## src/bsp_pkg.sv

```systemverilog
package bsp_pkg;

  // number of BAR slots and index width
  localparam int unsigned BarSlots   = 6;
  localparam int unsigned SlotW      = 3;

  // allocator constants
  localparam logic [31:0] WindowBaseReset = 32'hD000_0000;
  localparam int unsigned AlignW          = 28;  // largest window handed out is 2^AlignW

  // decoded view of one probed BAR
  typedef struct packed {
    logic              present;
    logic [3:0]        flags;
    logic              wide;
    logic [63:0]       size;
    logic [63:0]       addr;
    logic              alloc_ok;
    logic [AlignW-1:0] align;
  } decode_t;

  // one result word
  typedef struct packed {
    logic        present;
    logic [3:0]  flags;
    logic        wide;
    logic [63:0] size;
    logic [63:0] addr;
    logic        reassigned;
    logic [15:0] total;
  } result_t;

endpackage

```

## src/bar_size_probe_window_allocator_unit.sv

```systemverilog
// BAR sizing and window allocator. Each input word is one probed BAR (values before and
// after writing all ones); each produces exactly one result word with flags, 64-bit mark,
// decoded size, final base and a saturating count of BARs with nonzero size. Memory BARs
// that are unassigned or above 4G and no larger than 256M get a base below 4G, if one
// fits, from a size-aligned bump pointer that starts at window_base (0xD0000000 after
// reset; a write to window_base_i also restarts the pointer). Words pass the input
// register, then the result register; one word is taken every cycle unless the output
// stalls, the rate set by the add, align and compare loop that updates the bump pointer.
// No clearing pass after reset. Write window_base only while no word is in flight.
module bar_size_probe_window_allocator_unit import bsp_pkg::*; (
  input  logic              clk_i,
  input  logic              rst_ni,
  // configuration
  input  logic              window_base_we_i,
  input  logic [31:0]       window_base_i,
  // input channel
  input  logic              in_valid_i,
  output logic              in_stall_o,
  input  logic [SlotW-1:0]  bar_index_i,
  input  logic [31:0]       original_low_i,
  input  logic [31:0]       orig_upper_i,
  input  logic [31:0]       mask_low_i,
  input  logic [31:0]       mask_high_i,
  // output channel
  output logic              out_valid_o,
  input  logic              out_stall_i,
  output logic              present_o,
  output logic [3:0]        flags_o,
  output logic              is_wide_o,
  output logic [63:0]       window_size_o,
  output logic [63:0]       window_address_o,
  output logic              reassigned_o,
  output logic [15:0]       resource_total_o
);

  logic             in_valid_q, in_valid_d;
  logic [SlotW-1:0] idx_q;
  logic [31:0]      orig_lo_q, orig_hi_q, mask_lo_q, mask_hi_q;
  logic             out_valid_q, out_valid_d;
  result_t          out_q;
  logic             in_load;
  logic             adv;
  decode_t          dec;
  result_t          res;

  // handshake: word moves to the result register when that register frees up
  assign adv         = in_valid_q && (!out_valid_q || !out_stall_i);
  assign in_stall_o  = in_valid_q && !adv;
  assign in_load     = in_valid_i && !in_stall_o;
  assign in_valid_d  = in_load || (in_valid_q && !adv);
  assign out_valid_d = adv || (out_valid_q && out_stall_i);

  // valid flags
  always_ff @(posedge clk_i or negedge rst_ni) begin
    if (!rst_ni) begin
      in_valid_q  <= 1'b0;
      out_valid_q <= 1'b0;
    end else begin
      in_valid_q  <= in_valid_d;
      out_valid_q <= out_valid_d;
    end
  end

  // input register
  always_ff @(posedge clk_i) begin
    if (in_load) begin
      idx_q     <= bar_index_i;
      orig_lo_q <= original_low_i;
      orig_hi_q <= orig_upper_i;
      mask_lo_q <= mask_low_i;
      mask_hi_q <= mask_high_i;
    end
  end

  bsp_decode u_decode (
    .bar_index_i     (idx_q),
    .original_low_i  (orig_lo_q),
    .orig_upper_i    (orig_hi_q),
    .mask_low_i      (mask_lo_q),
    .mask_high_i     (mask_hi_q),
    .dec_o           (dec)
  );

  bsp_alloc u_alloc (
    .clk_i     (clk_i),
    .rst_ni    (rst_ni),
    .commit_i  (adv),
    .base_we_i (window_base_we_i),
    .base_i    (window_base_i),
    .dec_i     (dec),
    .res_o     (res)
  );

  // result register
  always_ff @(posedge clk_i) begin
    if (adv) begin
      out_q <= res;
    end
  end

  assign out_valid_o      = out_valid_q;
  assign present_o        = out_q.present;
  assign flags_o          = out_q.flags;
  assign is_wide_o        = out_q.wide;
  assign window_size_o    = out_q.size;
  assign window_address_o = out_q.addr;
  assign reassigned_o     = out_q.reassigned;
  assign resource_total_o = out_q.total;

`ifndef SYNTHESIS
  a_adv_fills_out: assert property (@(posedge clk_i) disable iff (!rst_ni)
    adv |=> out_valid_o)
    else $error("word advanced but result register not valid");

  a_new_addr_below_4g: assert property (@(posedge clk_i) disable iff (!rst_ni)
    (out_valid_o && reassigned_o) |-> (window_address_o[63:32] == 32'd0))
    else $error("assigned base at or above 4G");

  a_new_addr_small: assert property (@(posedge clk_i) disable iff (!rst_ni)
    (out_valid_o && reassigned_o) |->
      (window_size_o != 64'd0 && window_size_o <= 64'h1000_0000))
    else $error("window assigned with size out of range");

  a_skip_clean: assert property (@(posedge clk_i) disable iff (!rst_ni)
    (out_valid_o && !present_o) |->
      (window_size_o == 64'd0 && !reassigned_o && !is_wide_o && flags_o == 4'd0))
    else $error("skipped BAR carries decoded fields");
`endif

endmodule

```

## src/bsp_decode.sv

```systemverilog
module bsp_decode import bsp_pkg::*; (
  input  logic [SlotW-1:0] bar_index_i,
  input  logic [31:0]      original_low_i,
  input  logic [31:0]      orig_upper_i,
  input  logic [31:0]      mask_low_i,
  input  logic [31:0]      mask_high_i,
  output decode_t          dec_o
);

  logic        is_io;
  logic        wide;
  logic        in_range;
  logic [31:0] lo;
  logic [63:0] mask64;
  logic        unassigned;
  logic        above_4g;
  logic        size_ok;

  // type and slot checks
  assign in_range = (bar_index_i < SlotW'(BarSlots));
  assign is_io    = original_low_i[0];
  assign wide     = !is_io && (original_low_i[2:1] == 2'b10)
                    && (bar_index_i < SlotW'(BarSlots - 1));

  // size from the inverted readback mask
  assign lo     = {mask_low_i[31:4], 4'b0000};
  assign mask64 = wide ? {mask_high_i, lo} : {32'd0, lo};

  // size of at most 2^AlignW and nonzero: top mask bits all ones
  assign size_ok = (&lo[31:AlignW]) && (!wide || (&mask_high_i));

  // current address state
  assign above_4g   = wide && (orig_upper_i != 32'd0);
  assign unassigned = (original_low_i[31:4] == 28'd0) && !above_4g;

  always_comb begin
    dec_o          = '0;
    dec_o.present  = (original_low_i != 32'd0) && in_range;
    if (dec_o.present) begin
      dec_o.flags    = original_low_i[3:0];
      dec_o.wide     = wide;
      dec_o.size     = wide ? (~mask64 + 64'd1) : {32'd0, ~lo + 32'd1};
      dec_o.addr     = {wide ? orig_upper_i : 32'd0, original_low_i[31:4], 4'b0000};
      dec_o.alloc_ok = !is_io && (unassigned || above_4g) && size_ok;
      dec_o.align    = ~lo[AlignW-1:0];
    end
  end

endmodule

```

## src/bsp_alloc.sv

```systemverilog
module bsp_alloc import bsp_pkg::*; (
  input  logic        clk_i,
  input  logic        rst_ni,
  input  logic        commit_i,
  input  logic        base_we_i,
  input  logic [31:0] base_i,
  input  decode_t     dec_i,
  output result_t     res_o
);

  logic [32:0]       next_free_q, next_free_d;
  logic [15:0]       count_q, count_d;
  logic [33:0]       sum;
  logic [33:0]       cand;
  logic [AlignW:0]   size_s;
  logic [34:0]       win_end;
  logic              fits;
  logic              grant;
  logic              count_inc;

  // size-aligned bump of the free pointer
  assign sum     = {1'b0, next_free_q} + {{(34 - AlignW){1'b0}}, dec_i.align};
  assign cand    = sum & ~{{(34 - AlignW){1'b0}}, dec_i.align};
  assign size_s  = {1'b0, dec_i.align} + {{AlignW{1'b0}}, 1'b1};
  assign win_end = {1'b0, cand} + {{(34 - AlignW){1'b0}}, size_s};
  assign fits    = (cand[33:32] == 2'b00) && (win_end <= 35'h1_0000_0000);
  assign grant   = dec_i.present && dec_i.alloc_ok && fits;

  // saturating resource count
  assign count_inc = dec_i.present && (dec_i.size != 64'd0) && (count_q != 16'hFFFF);

  always_comb begin
    next_free_d = next_free_q;
    count_d     = count_q;
    if (base_we_i) begin
      next_free_d = {1'b0, base_i};
    end else if (commit_i) begin
      if (grant) begin
        next_free_d = win_end[32:0];
      end
      if (count_inc) begin
        count_d = count_q + 16'd1;
      end
    end
  end

  always_ff @(posedge clk_i or negedge rst_ni) begin
    if (!rst_ni) begin
      next_free_q <= {1'b0, WindowBaseReset};
      count_q     <= '0;
    end else begin
      next_free_q <= next_free_d;
      count_q     <= count_d;
    end
  end

  // result word
  always_comb begin
    res_o            = '0;
    res_o.present    = dec_i.present;
    res_o.flags      = dec_i.flags;
    res_o.wide       = dec_i.wide;
    res_o.size       = dec_i.size;
    res_o.addr       = grant ? {30'd0, cand} : dec_i.addr;
    res_o.reassigned = grant;
    res_o.total      = count_inc ? count_q + 16'd1 : count_q;
  end

endmodule
```

## config.mk

```make
export PLATFORM = sky130hd
export DESIGN_NAME = bar_size_probe_window_allocator_unit
export DESIGN_NICKNAME = d
export VERILOG_FILES = /design/src/bsp_pkg.sv /design/src/bar_size_probe_window_allocator_unit.sv /design/src/bsp_decode.sv /design/src/bsp_alloc.sv
export SDC_FILE = /design/constraint.sdc
export NUM_CORES = 1
export LEC_CHECK = 0
export BUFFER_PORTS_ARGS = -buffer_cell sky130_fd_sc_hd__buf_4
export CAP_MARGIN = 0
export CELL_PAD_IN_SITES_DETAIL_PLACEMENT = 1
export CELL_PAD_IN_SITES_GLOBAL_PLACEMENT = 2
export CORE_MARGIN = 3
export CORE_UTILIZATION = 39
export DETAILED_ROUTE_END_ITERATION = 6
export GPL_TIMING_DRIVEN = 1
export PLACE_DENSITY = 0.85
export SYNTH_ARGS = -nofsm -noshare
export SYNTH_HDL_FRONTEND = slang
export SYNTH_SLANG_ARGS = --single-unit
```

## constraint.sdc

```tcl
create_clock -name clk_i -period 15.5 [get_ports clk_i]
set_clock_uncertainty 0.2 [all_clocks]
set_input_delay 0.775 -clock clk_i [delete_from_list [all_inputs] [get_ports clk_i]]
set_output_delay 0.775 -clock clk_i [all_outputs]
set_load 0.05 [all_outputs]
```

* Yosys cells after proc, flatten, opt, wreduce, memory -nomap -nowiden *
Index checks and enable logic that the tools add are counted.

storage, ports and cells
  input bits = 168
  register bits after elaboration = 333
  word-level logic and storage cells = 86
  memory bits (writable) = 0
  memories = 0
  latch bits = 0
  bits in read-only memories = 0

cells by class
  reductions and logical operators = 41
  muxes and demuxes = 9
  shift-type cells = 0
  equality and inequality tests = 2
  add/sub/neg operators = 6
  bitwise logic cells = 8
  $mul = 0
  div/mod/pow operators = 0
  $lt $le $gt $ge = 3

operator list
  kind                     number
  $mux W157                1
  $mux W64                 2
  $mux W33                 3
  $add A64 B1 Y64 const B  1
  $not A64 Y64             1
  $reduce_bool A32 Y1      2
  $reduce_bool A64 Y1      1
  $add A34 B29 Y35         1
  $le A35 B33 Y1 const B   1
  $add A33 B28 Y34         1
  $and A34 B34 Y34         1
  $mux W34                 1
  $not A28 Y34             1
  $add A32 B1 Y32 const B  1
  $mux W32                 1
  $not A32 Y32             1
  $reduce_and A32 Y1       1
  $add A28 B1 Y29 const B  1
  $logic_not A28 Y1        1
  $not A28 Y28             1
  $logic_and A1 B1 Y1      17
  $add A16 B1 Y16 const B  1
  $mux W16                 1
  $ne A16 B16 Y1 const B   1
  other kinds (10)         25

* Longest topological paths before layout *
Gate-level depths: netlist of run 1.

  depth in word-level cells = 19
  mapped depth = 27

* Modules after synthesis *
Synthesis of run 1 repeated with hierarchy kept, for this count alone.

second synthesis, totals
  cells, all modules = 1675
  area, all modules = 18398.9 um^2

modules (own cells, without submodules)
  module                                cells each  area an instance (um^2)  sequential area each (um^2)  instances
  bar_size_probe_window_allocator_unit  290         8560.7                   8518.2                       1
  bsp_alloc                             990         7469.7                   1229.9                       1
  bsp_decode                            395         2368.5                   0.0                          1

* Worst setup path before layout of run 1 *
Ideal clock, no wire load.

  path kind = reg-to-reg
  from = register orig_lo_q[14]
  to = register out_q, in the netlist window_address_o[16], data pin
  stages on the path, launching flop included = 28
  setup slack = 8.425 ns
  buffers on the path = 8
  setup time = 0.260 ns
  arrival = 6.615 ns
  cells stage by stage = edfxtp_1 -> nor4_2 -> nand4_1 -> o21ai_1 -> inv_2 -> clkbuf_1 -> clkbuf_1 -> clkbuf_1 -> clkbuf_1 -> ha_1 -> clkbuf_1 -> and4_1 -> a2111oi_0 -> o21ai_1 -> a21oi_1 -> or3b_2 -> buf_2 -> o21ai_1 -> a41oi_1 -> mux2i_1 -> or3_1 -> or2_1 -> buf_2 -> or3_1 -> o311ai_4 -> nand2_4 -> buf_6 -> mux2_4

RTL lines
  element                 line                                        text
  from (decl)             bar_size_probe_window_allocator_unit.sv:38  logic [31:0] orig_lo_q, orig_hi_q, mask_lo_q, mask_hi_q;
  from (signal assigned)  bar_size_probe_window_allocator_unit.sv:68  orig_lo_q <= original_low_i;
  to (signal assigned)    bar_size_probe_window_allocator_unit.sv:97  out_q <= res;
  to (decl)               bar_size_probe_window_allocator_unit.sv:40  result_t out_q;

==> results.json, run 1 <==
{
  "status": "complete, no violations",
  "grt_start_max_net_pins": 84,
  "cp_num_buf_inv": 1,
  "total_power_mw": 2.565,
  "grt_pass1_vias": 14390,
  "cp_cell_sequence": "nor4_2, nand4_1, o21ai_4, buf_4, nor2_1, ha_1, nand2_1, nor2_1, nand2_1, o311ai_0, nor2_1, a221oi_1, a21oi_1, or3_4, or4_4, nor4_4, o311ai_4, nand2_4, mux2_4",
  "finalHoldViolCount": 0,
  "startpoint_type": "flop",
  "cp.arrival_ns": 8.66,
  "internal_power_mw": 1.762,
  "crit_family": "simple AND/OR/NAND/NOR gates",
  "drt-wirelength-per-cell_um": 23.76,
  "synthArstFlopShare_pct": 15.69,
  "drc_errors": 0,
  "routed_wl_mm": 59.05,
  "hpwl_mm": 44.78,
  "seq_area_frac_synth_pct": 53.78,
  "postCtsSetupRepairBufs": 0,
  "clock-sinks": 325,
  "vdd_drop_max_mv": 0.09048,
  "p_sw_share_pct": 31.31,
  "avgSynthCellArea_sq_um": 11.14,
  "clk_pin_slew_ns": 0.06,
  "dr.pass1.iters": 5,
  "die-height_um": 218.9,
  "gp_congestion": 0.8778,
  "row_count": 77,
  "place_inst": 2416,
  "critical_path_peak_fanout": 60,
  "ant_nets": 0,
  "maxCapViolations": 0,
  "dieArea_sq_mm": 0.04792,
  "root_buffer": "clkbuf_16",
  "ys_types": 96,
  "ioPinCount": 321,
  "grt_pass1_wl_mm": 87.41,
  "antenna_found_initial": 3,
  "crit_required_ns": 15.60,
  "setup_viol": 0,
  "p_sw_mw": 0.8030,
  "clock_latency_ns": 0.55,
  "cts_tree": "done",
  "hold_class": "primary input to asynchronous set/reset pin",
  "clockPowerShare_pct": 33.8,
  "critPathMostFrequentCell": "nor2_1",
  "crit_slowest_cell": "o311ai_0",
  "vias": 14150,
  "postPlaceCellArea_sq_mm": 0.02049,
  "portBuffers": 312,
  "synth_warnings": 0,
  "cts_resized": 0,
  "critPathKind": "flop to flop",
  "rsz0062_at_grt": "no",
  "grt-ovfl-total": 0,
  "via_per_inst": 5.693,
  "finalSetupTns_ns": 0,
  "grt_use_total_pct": 23.90,
  "worst_slew_pin_slew_ns": 1.393,
  "hold-worst-slack_ns": 0.07128,
  "hold_buffers": 0,
  "cts_max_path_buffers": 3,
  "path_depth": 19,
  "fin_crit_sh_pct": 55.22,
  "powerDensity_mw_per_mm2": 118.3,
  "numCtsBuffers": 37,
  "core_area_sq_mm": 0.04451,
  "stdcell_count": 2485,
  "initial_core_util_pct": 39.72,
  "max_stage_delay_ns": 0.86,
  "leakage_nw": 8.554,
  "die_x_um": 218.9,
  "p_comb_share_pct": 23.2,
  "synth_edf_count": 274,
  "drive_above_1_share_pct": 24.34,
  "endpoint_kind": "flop",
  "slew_headroom_pct": 6.263,
  "layout.nets": 2051,
  "area_growth_pct": 22.66,
  "synth.ff_latch_count": 325,
  "r2r_cells": 19,
  "syn_area_sq_mm": 0.01768,
  "drv_slew": 0,
  "syn-instance-count": 1587,
  "final_cell_area_sq_mm": 0.02168,
  "power_frac_seq_pct": 43.0,
  "dr.first_iter.drc_count": 1077,
  "final.min_clock_period_ns": 8.560,
  "synth-main-ff-cell": "edfxtp_1",
  "fmax_mhz": 116.8,
  "cts_max_level": 2
}
[through the flow]
| stage | util (%) | setup WS (ns) |
|---|---|---|
| after floorplan | - | 8.425 |
| after global placement | 46.03 | 7.129 |
| after detailed placement | 46.03 | 6.984 |
| after CTS | 48.70 | 6.949 |
| after global routing | 48.72 | 6.447 |
| final | 48.72 | 6.940 |
[final timing paths]
kind,start,endpoint,slack (ns)
worst max-delay path,orig_lo_q[4],window_address_o[23],6.94
worst min-delay path,rst_ni,u_alloc.count_q[3],0.07
worst max register to register,orig_lo_q[4],window_address_o[23],6.94
worst min register to register,in_valid_q,out_valid_o,0.30
max in group asynchronous,rst_ni,u_alloc.next_free_q[7],14.56
min in group clk_i,mask_low_i[7],mask_lo_q[7],0.20
[cell type report]
cell class	count	area (sq um)
fillers	4831	22830
flip-flops and latches	325	9508
multi-input cells	1142	7681
repair buffers	323	2425
clock buffers	48	988.4
well taps	592	740.7
clock inverters	18	201.4
inverters	34	132.6
diodes	3	7.507
[layer usage]
layer / global-route usage, % / share of wire [%]
met4: 8.231 / 3.3
met1: 32.47 / 44
met2: 38.94 / 47
met3: 3.877 / 5.9
met5: 0 / 0
[power groups by stage]
stage               combinational (mW)  sequential [mW]  clock (mW)
floorplan                        0.304             1.21           0
global placement                 0.581             1.11           0
detailed placement               0.592             1.12           0
CTS                              0.595             1.10       0.889
global route                     0.643             1.11       0.924
finish                           0.596             1.10       0.868
[cell families after synthesis]
| logic type | after synthesis | synth area share (%) |
|---|---|---|
| flops | 325 | 53.78 |
| fa+ha+maj | 29 | 1.968 |
| compound gates | 299 | 12.46 |
| mux | 62 | 3.794 |
| xor+xnor | 128 | 6.342 |
| other cells | 1 | 0.02121 |
| simple gates | 616 | 18.61 |
| buf+inv | 127 | 3.029 |
[synth_stat cells, types with 19 or more instances]
library cell | count | area, sq um
nand4_1 | 32 | 200.2
nor2_1 | 142 | 533.0
ha_1 | 19 | 237.7
o2bb2ai_1 | 24 | 210.2
and3_1 | 52 | 325.3
clkbuf_1 | 65 | 244.0
mux2i_1 | 28 | 280.3
mux2_2 | 32 | 360.4
nand2b_1 | 20 | 125.1
a21oi_1 | 39 | 195.2
nor3_1 | 45 | 225.2
nand2_1 | 117 | 439.2
nand3_1 | 40 | 200.2
nor2b_1 | 25 | 156.4
dfrtp_1 | 48 | 1201
xnor2_1 | 72 | 630.6
o21ai_0 | 51 | 255.2
edfxtp_1 | 274 | 8228
inv_1 | 31 | 116.4
nor4_1 | 32 | 200.2
xor2_1 | 56 | 490.5
[cells in the final DEF (no fill, tap or decap), types with 28 or more instances in the layout]
master / count
mux2i_1: 28
nand2_1: 117
a21oi_1: 39
edfxtp_1: 274
nor3_1: 45
dfrtp_1: 48
clkbuf_16: 38
inv_1: 30
mux2_2: 32
nand4_1: 32
buf_4: 323
nand3_1: 40
and3_1: 52
xnor2_1: 72
nor4_1: 32
o21ai_0: 51
nor2_1: 142
xor2_1: 56
[sequential cells by signal (all words and copies together) (netlist names)]
name                 cells
u_alloc.count_q         16
orig_lo_q               32
resource_total_o        16
out_valid_o              1
flags_o                  4
window_size_o           60
mask_hi_q               32
reassigned_o             1
is_wide_o                1
orig_hi_q               32
idx_q                    3
present_o                1
u_alloc.next_free_q     33
in_valid_q               1
window_address_o        64
mask_lo_q               28
Power figures use the tool's default switching activity.
==> inputs of run 2 (changes only) <==
--- a/config.mk
+++ b/config.mk
@@ -5,15 +5,16 @@
 export SDC_FILE = /design/constraint.sdc
 export NUM_CORES = 1
 export LEC_CHECK = 0
+export ABC_AREA = 1
 export BUFFER_PORTS_ARGS = -buffer_cell sky130_fd_sc_hd__buf_4
 export CAP_MARGIN = 0
 export CELL_PAD_IN_SITES_DETAIL_PLACEMENT = 1
 export CELL_PAD_IN_SITES_GLOBAL_PLACEMENT = 2
 export CORE_MARGIN = 3
-export CORE_UTILIZATION = 39
+export CORE_UTILIZATION = 34
 export DETAILED_ROUTE_END_ITERATION = 6
 export GPL_TIMING_DRIVEN = 1
-export PLACE_DENSITY = 0.85
+export PLACE_DENSITY = 0.81
 export SYNTH_ARGS = -nofsm -noshare
 export SYNTH_HDL_FRONTEND = slang
 export SYNTH_SLANG_ARGS = --single-unit
==> constraint.sdc (replaced) <==
create_clock -name clk_i -period 8.2 [get_ports clk_i]
set_clock_uncertainty 0.2 [all_clocks]
set_input_delay 0.41 -clock clk_i [delete_from_list [all_inputs] [get_ports clk_i]]
set_output_delay 0.41 -clock clk_i [all_outputs]
set_load 0.05 [all_outputs]
==> results.json, run 2 <==
{
  "status": "complete, no violations",
  "die_x_um": 239.3,
  "r2r_cells": 33,
  "nFillCells": 6241,
  "critPathKind": "flop to flop",
  "cts_max_path_buffers": 3,
  "slew_headroom_pct": 32.02,
  "synth-main-ff-cell": "edfxtp_1",
  "top_layer": "met5",
  "syn-instance-count": 2201,
  "dieArea_sq_mm": 0.05725,
  "drv_slew": 0,
  "grt_use_total_pct": 22.99,
  "worstReg2RegStart": "orig_lo_q[5]",
  "regArea_sq_mm": 0.009508,
  "dr.first_iter.drc_count": 1024,
  "worst_slew_pin_slew_ns": 1.020,
  "final_cell_mix": "632 x nand2_1, 322 x buf_4, 274 x edfxtp_1",
  "seq_area_frac_synth_pct": 51.39,
  "synthTopCellsByArea": "edfxtp_1 44%, nand2_1 13%, dfrtp_1 6.5%, nand3_1 5.7%, inv_1 5.6%",
  "synth_fa_ha_area_share_pct": 1.393,
  "drive_above_1_share_pct": 19.59,
  "synth_edf_count": 274,
  "gp_congestion": 0.8713,
  "synth.ff_latch_count": 325,
  "numCtsBuffers": 38,
  "clock_latency_ns": 0.57,
  "final_cell_area_sq_mm": 0.02414,
  "synth.top_cells.by_count": "632 x nand2_1, 276 x inv_1, 274 x edfxtp_1",
  "holdPathStages": 5,
  "grt-ovfl-total": 0,
  "yosysMostFrequentCell": "nand2_1",
  "synth_warnings": 0,
  "core_area_sq_mm": 0.05318,
  "cts_tree": "done",
  "crit_slowest_cell": "o21ai_0",
  "routed_wl_mm": 66.78,
  "final.min_clock_period_ns": 6.823,
  "maxCapViolations": 0,
  "grt_start_max_net_pins": 80,
  "drc_errors": 0,
  "antenna_found_initial": 2,
  "multi_input_area_sq_mm": 0.007536,
  "clock-sinks": 325,
  "avgSynthCellArea_sq_um": 8.406,
  "ant_nets": 0,
  "wl_met3_mm": 2.881,
  "hold_class": "primary input to flop",
  "powerDensity_mw_per_mm2": 215.4,
  "via_per_inst": 4.982,
  "row_count": 84,
  "startpoint_type": "flop",
  "setup_viol": 0,
  "rsz0062_at_grt": "no",
  "die-height_um": 239.3,
  "synth_compound_area_share_pct": 4.626,
  "yosys.area_share.simple_pct": 32.48,
  "netlist.area_leader.share_pct": 44.47,
  "grt_pass1_wl_mm": 101.5,
  "critical_path_peak_fanout": 34,
  "hpwl_mm": 50.24,
  "synth_top_family_by_area": "simple AND/OR/NAND/NOR gates",
  "drt-wirelength-per-cell_um": 19.82,
  "synthArstFlopShare_pct": 15.69,
  "crit_required_ns": 8.40,
  "fin_crit_sh_pct": 83.21,
  "vias": 16790,
  "cp.arrival_ns": 7.02,
  "synth_xor_area_share_pct": 2.029,
  "root_buffer": "clkbuf_16",
  "muxShareOfSynthArea_pct": 0,
  "ys_types": 61,
  "dr.pass1.iters": 5,
  "ioPinCount": 321,
  "critPathMostFrequentCell": "nand2_1",
  "initial_core_util_pct": 34.79,
  "finalSetupTns_ns": 0,
  "layout_commonest_cell": "nand2_1",
  "cts_max_level": 2,
  "clk_pin_slew_ns": 0.06,
  "endpoint_kind": "flop",
  "wl_met1_mm": 29.95,
  "portBuffers": 312,
  "largest_reg_flops": 64,
  "layout.nets": 2841,
  "cp-startpoint": "orig_lo_q[5]",
  "finalHoldViolCount": 0,
  "leakage_nw": 11.21,
  "fmax_mhz": 146.6,
  "syn_area_sq_mm": 0.01850,
  "vdd_drop_max_mv": 0.1324,
  "dr_wl_met2_mm": 31.61,
  "grt_pass1_vias": 17560,
  "area_growth_pct": 30.50,
  "yosysTopAreaCell": "edfxtp_1",
  "holdCritStartpoint": "window_base_i[9]",
  "max_stage_delay_ns": 0.52,
  "postPlaceCellArea_sq_mm": 0.02150
}
-- run 2: cell types whose count changed after synthesis, moves of 28 or more --
cell / before / now
xnor2_1: 72 / 11
clkbuf_1: 65 / 22
inv_1: 31 / 276
inv_2: 2 / 32
mux2i_1: 28 / 0
nor2_1: 142 / 212
nand2_1: 117 / 632
and3_1: 52 / 2
nand3_1: 40 / 210
mux2_2: 32 / 0
-- run 2: final cells by class --
| class | instances | area share [%] |
|---|---|---|
| antenna | 1 | 0.01036 |
| inverter | 310 | 4.871 |
| timing repair buffer | 461 | 15.77 |
| clock buffer | 44 | 4.161 |
| clock inverter | 23 | 1.026 |
| tap | 688 | 3.565 |
| sequential | 325 | 39.38 |
| multi-input combinational | 1517 | 31.21 |
-- run 2: per-stage QoR --
| stage | hold WS (ns) | util, % | cells | setup slack [ns] | total power [mW] |
|---|---|---|---|---|---|
| finish | 0.03300 | 45.40 | 3369 | 1.377 | 5.201 |
| global route | 0.04624 | 45.40 | 3369 | 0.6980 | 5.466 |
| CTS | 0.004758 | 45.40 | 3368 | 1.371 | 5.242 |
| detailed placement | 0.2901 | 40.42 | 3162 | 1.411 | 3.440 |
| global placement | 0.2731 | 40.42 | 3162 | 1.502 | 3.403 |
| floorplan | -0.08559 | - | 2208 | 2.826 | 2.995 |
-- run 2: cells by family (layout without fill, tap and decap cells) --
logic type               count (synthesis)  in the layout
adder cells (fa/ha/maj)                 20             20
AO/OA/AOI/OAI                          161            161
flip-flops                             325            325
other                                    1              9
buffers and inverters                  366            838
AND/OR/NAND/NOR                       1286           1286
XOR/XNOR                                42             42
-- run 2: worst paths after layout --
path | end | slack [ns]
setup / recovery | window_address_o[17] | 1.38
hold / removal | u_alloc.next_free_q[9] | 0.03
setup reg to reg | window_address_o[17] | 1.38
hold reg to reg | out_valid_o | 0.30
max in group asynchronous | u_alloc.next_free_q[12] | 7.03
min in group asynchronous | u_alloc.count_q[8] | 0.24
-- run 2: critical path: cells and delay by family, from the launching register on --
family / cells / cell delay [ns]
AOI/OAI and AO/OA: 1 / 0.52
adders and majority gates: 1 / 0.41
buffers and inverters: 4 / 0.84
DFF: 1 / 0.39
and+or+nand+nor: 27 / 4.23
-- run 2: what timing repair did --
item | CTS | global route
hold buffers | 139 | 0
hold endpoints to repair | 186 | 0
gates resized for setup | 0 | 0
buffers inserted | 0 | 0
-- run 2: metal layers --
layer / track usage [%] / vias up
met2: 38.31 / 380
met1: 30.95 / 8152
met4: 8.155 / 2
li1: - / 8153
met5: 0 / -
met3: 2.879 / 99
-- run 2: power breakdown --
group	internal (mW)	switching [mW]	total, mW
clock	1.01	0.722	1.73
sequential	1.97	0.106	2.07
combinational	0.430	0.966	1.40
total	3.41	1.79	5.20
==> inputs of run 3 (changes only) <==
--- a/config.mk
+++ b/config.mk
@@ -11,10 +11,10 @@
 export CELL_PAD_IN_SITES_DETAIL_PLACEMENT = 1
 export CELL_PAD_IN_SITES_GLOBAL_PLACEMENT = 2
 export CORE_MARGIN = 3
-export CORE_UTILIZATION = 34
+export CORE_UTILIZATION = 30
 export DETAILED_ROUTE_END_ITERATION = 6
 export GPL_TIMING_DRIVEN = 1
-export PLACE_DENSITY = 0.81
+export PLACE_DENSITY = 0.76
 export SYNTH_ARGS = -nofsm -noshare
 export SYNTH_HDL_FRONTEND = slang
 export SYNTH_SLANG_ARGS = --single-unit
==> constraint.sdc (replaced) <==
create_clock -name clk_i -period 6.2 [get_ports clk_i]
set_clock_uncertainty 0.2 [all_clocks]
set_input_delay 0.31 -clock clk_i [delete_from_list [all_inputs] [get_ports clk_i]]
set_output_delay 0.31 -clock clk_i [all_outputs]
set_load 0.05 [all_outputs]
==> results.json, run 3 (synthesis gave the netlist of run 2 again) <==
{
  "area_growth_pct": 38.51,
  "endpoint_kind": "flop",
  "via_per_inst": 4.761,
  "cts_max_path_buffers": 3,
  "clk_pin_slew_ns": 0.06,
  "grt-ovfl-total": 0,
  "numCtsBuffers": 40,
  "dieArea_sq_mm": 0.06469,
  "grt_use_total_pct": 20.71,
  "grt_start_max_net_pins": 94,
  "critPathMostFrequentCell": "nand2_1",
  "die-height_um": 254.3,
  "leakage_nw": 11.97,
  "startpoint_type": "flop",
  "dr.first_iter.drc_count": 830,
  "portBuffers": 312,
  "powerDensity_mw_per_mm2": 287.9,
  "slew_headroom_pct": 35.16,
  "grt_pass1_vias": 18030,
  "vias": 17180,
  "setup_viol": 0,
  "fin_crit_sh_pct": 92.58,
  "largest_reg_flops": 64,
  "vdd_drop_max_mv": 0.1572,
  "multi_input_area_sq_mm": 0.007543,
  "cp.arrival_ns": 5.83,
  "maxCapViolations": 0,
  "fin_util_pct": 42.22,
  "regArea_sq_mm": 0.009508,
  "grt_pass1_wl_mm": 103.3,
  "layout.nets": 2982,
  "layout_commonest_cell": "nand2_1",
  "die_x_um": 254.3,
  "worst_slew_pin_slew_ns": 0.9725,
  "drc_errors": 0,
  "crit_required_ns": 6.29,
  "cts_max_level": 2,
  "core_area_sq_mm": 0.06070,
  "root_buffer": "clkbuf_16",
  "final.min_clock_period_ns": 5.740,
  "drv_slew": 0,
  "critical_path_peak_fanout": 8,
  "clock_latency_ns": 0.57,
  "max_stage_delay_ns": 0.51,
  "drive_above_1_share_pct": 23.05,
  "dr.pass1.iters": 5,
  "ant_nets": 0,
  "nFillCells": 7145,
  "finalHoldViolCount": 0,
  "final_cell_mix": "632 x nand2_1, 430 x buf_4, 274 x edfxtp_1",
  "hold-worst-slack_ns": 0.02681,
  "row_count": 90,
  "gp_congestion": 0.8915,
  "routed_wl_mm": 68.83,
  "hold_class": "primary input to flop",
  "initial_core_util_pct": 30.48,
  "fmax_mhz": 174.2,
  "crit_slowest_cell": "fa_1",
  "antenna_found_initial": 4,
  "clock-sinks": 325,
  "cts_tree": "done",
  "critPathKind": "flop to flop",
  "hpwl_mm": 51.79,
  "drt-wirelength-per-cell_um": 19.07,
  "status": "complete, no violations",
  "ioPinCount": 321
}
[run 3: cell types whose count changed in the layout (fill, tap and decap cells not counted), sizes merged]
cell         before  now
bufinv            4    7
buf             322  437
clkinvlp          6    5
clkinv           13   17
dlygate4sd3     139  163
inv             310  309
diode             1    3
[run 3: cell type report]
cell class	count	share of cell area [%]
flip-flops and latches	325	37.10
multi-input cells	1517	29.44
repair buffers	600	19.44
inverters	310	4.590
clock buffers	44	4.126
well taps	782	3.818
clock inverters	28	1.455
diodes	3	0.02930
[run 3: stage by stage]
stage          power (mW)  cells  cell area, sq um  setup WS (ns)  setup TNS, ns
3_3_place_gp        4.728   3370             22530         0.5341              0
6_report            7.379   3609             25630         0.4599              0
4_1_cts             7.440   3605             25600         0.3705              0
2_1_floorplan       3.961   2208             18530         0.8258              0
3_5_place_dp        4.781   3370             22530         0.4177              0
5_1_grt             7.750   3608             25620      -0.006641      -0.007412
[run 3: routing by layer]
| metal | share of wire [%] | vias to the layer above | GRT usage, % |
|---|---|---|---|
| met2 | 47 | 336 | 34.22 |
| met5 | 0 | - | 0 |
| met3 | 3.9 | 94 | 2.682 |
| li1 | - | 8428 | - |
| met1 | 46 | 8324 | 28.27 |
| met4 | 3.1 | 0 | 6.717 |
[run 3: worst max-delay path: cells and delay by family (launching register included)]
kind / cells / cell delay [ns]
buffers and inverters: 5 / 0.71
AOI/OAI and AO/OA: 2 / 0.56
DFF: 1 / 0.43
adders and majority gates: 2 / 0.67
and+or+nand+nor: 23 / 2.88
[run 3: timing repair]
item | 4_1_cts | 5_1_grt
setup buffers | 0 | 1
setup endpoints to repair | 0 | 79
hold buffers | 163 | 0
endpoints found under the hold margin | 209 | 0
resized for setup | 0 | 4
[run 3: power by group]
group          internal (mW)  total, mW  switching [mW]
Sequential              2.60       2.75           0.148
Combinational          0.759       2.08            1.32
Clock                   1.54       2.54            1.01
Total                   4.90       7.38            2.48
[run 3: path summary, 6_finish.rpt]
kind,start,end,slack (ns),depth (start not counted)
max in group asynchronous,rst_ni,in_valid_q,5.12,2
setup reg to reg,orig_lo_q[9],window_address_o[25],0.46,32
hold / removal,window_base_we_i,u_alloc.next_free_q[0],0.03,3
setup / recovery,orig_lo_q[9],window_address_o[25],0.46,32
min in group asynchronous,rst_ni,u_alloc.next_free_q[13],0.14,2
hold reg to reg,in_valid_q,out_valid_o,0.30,2
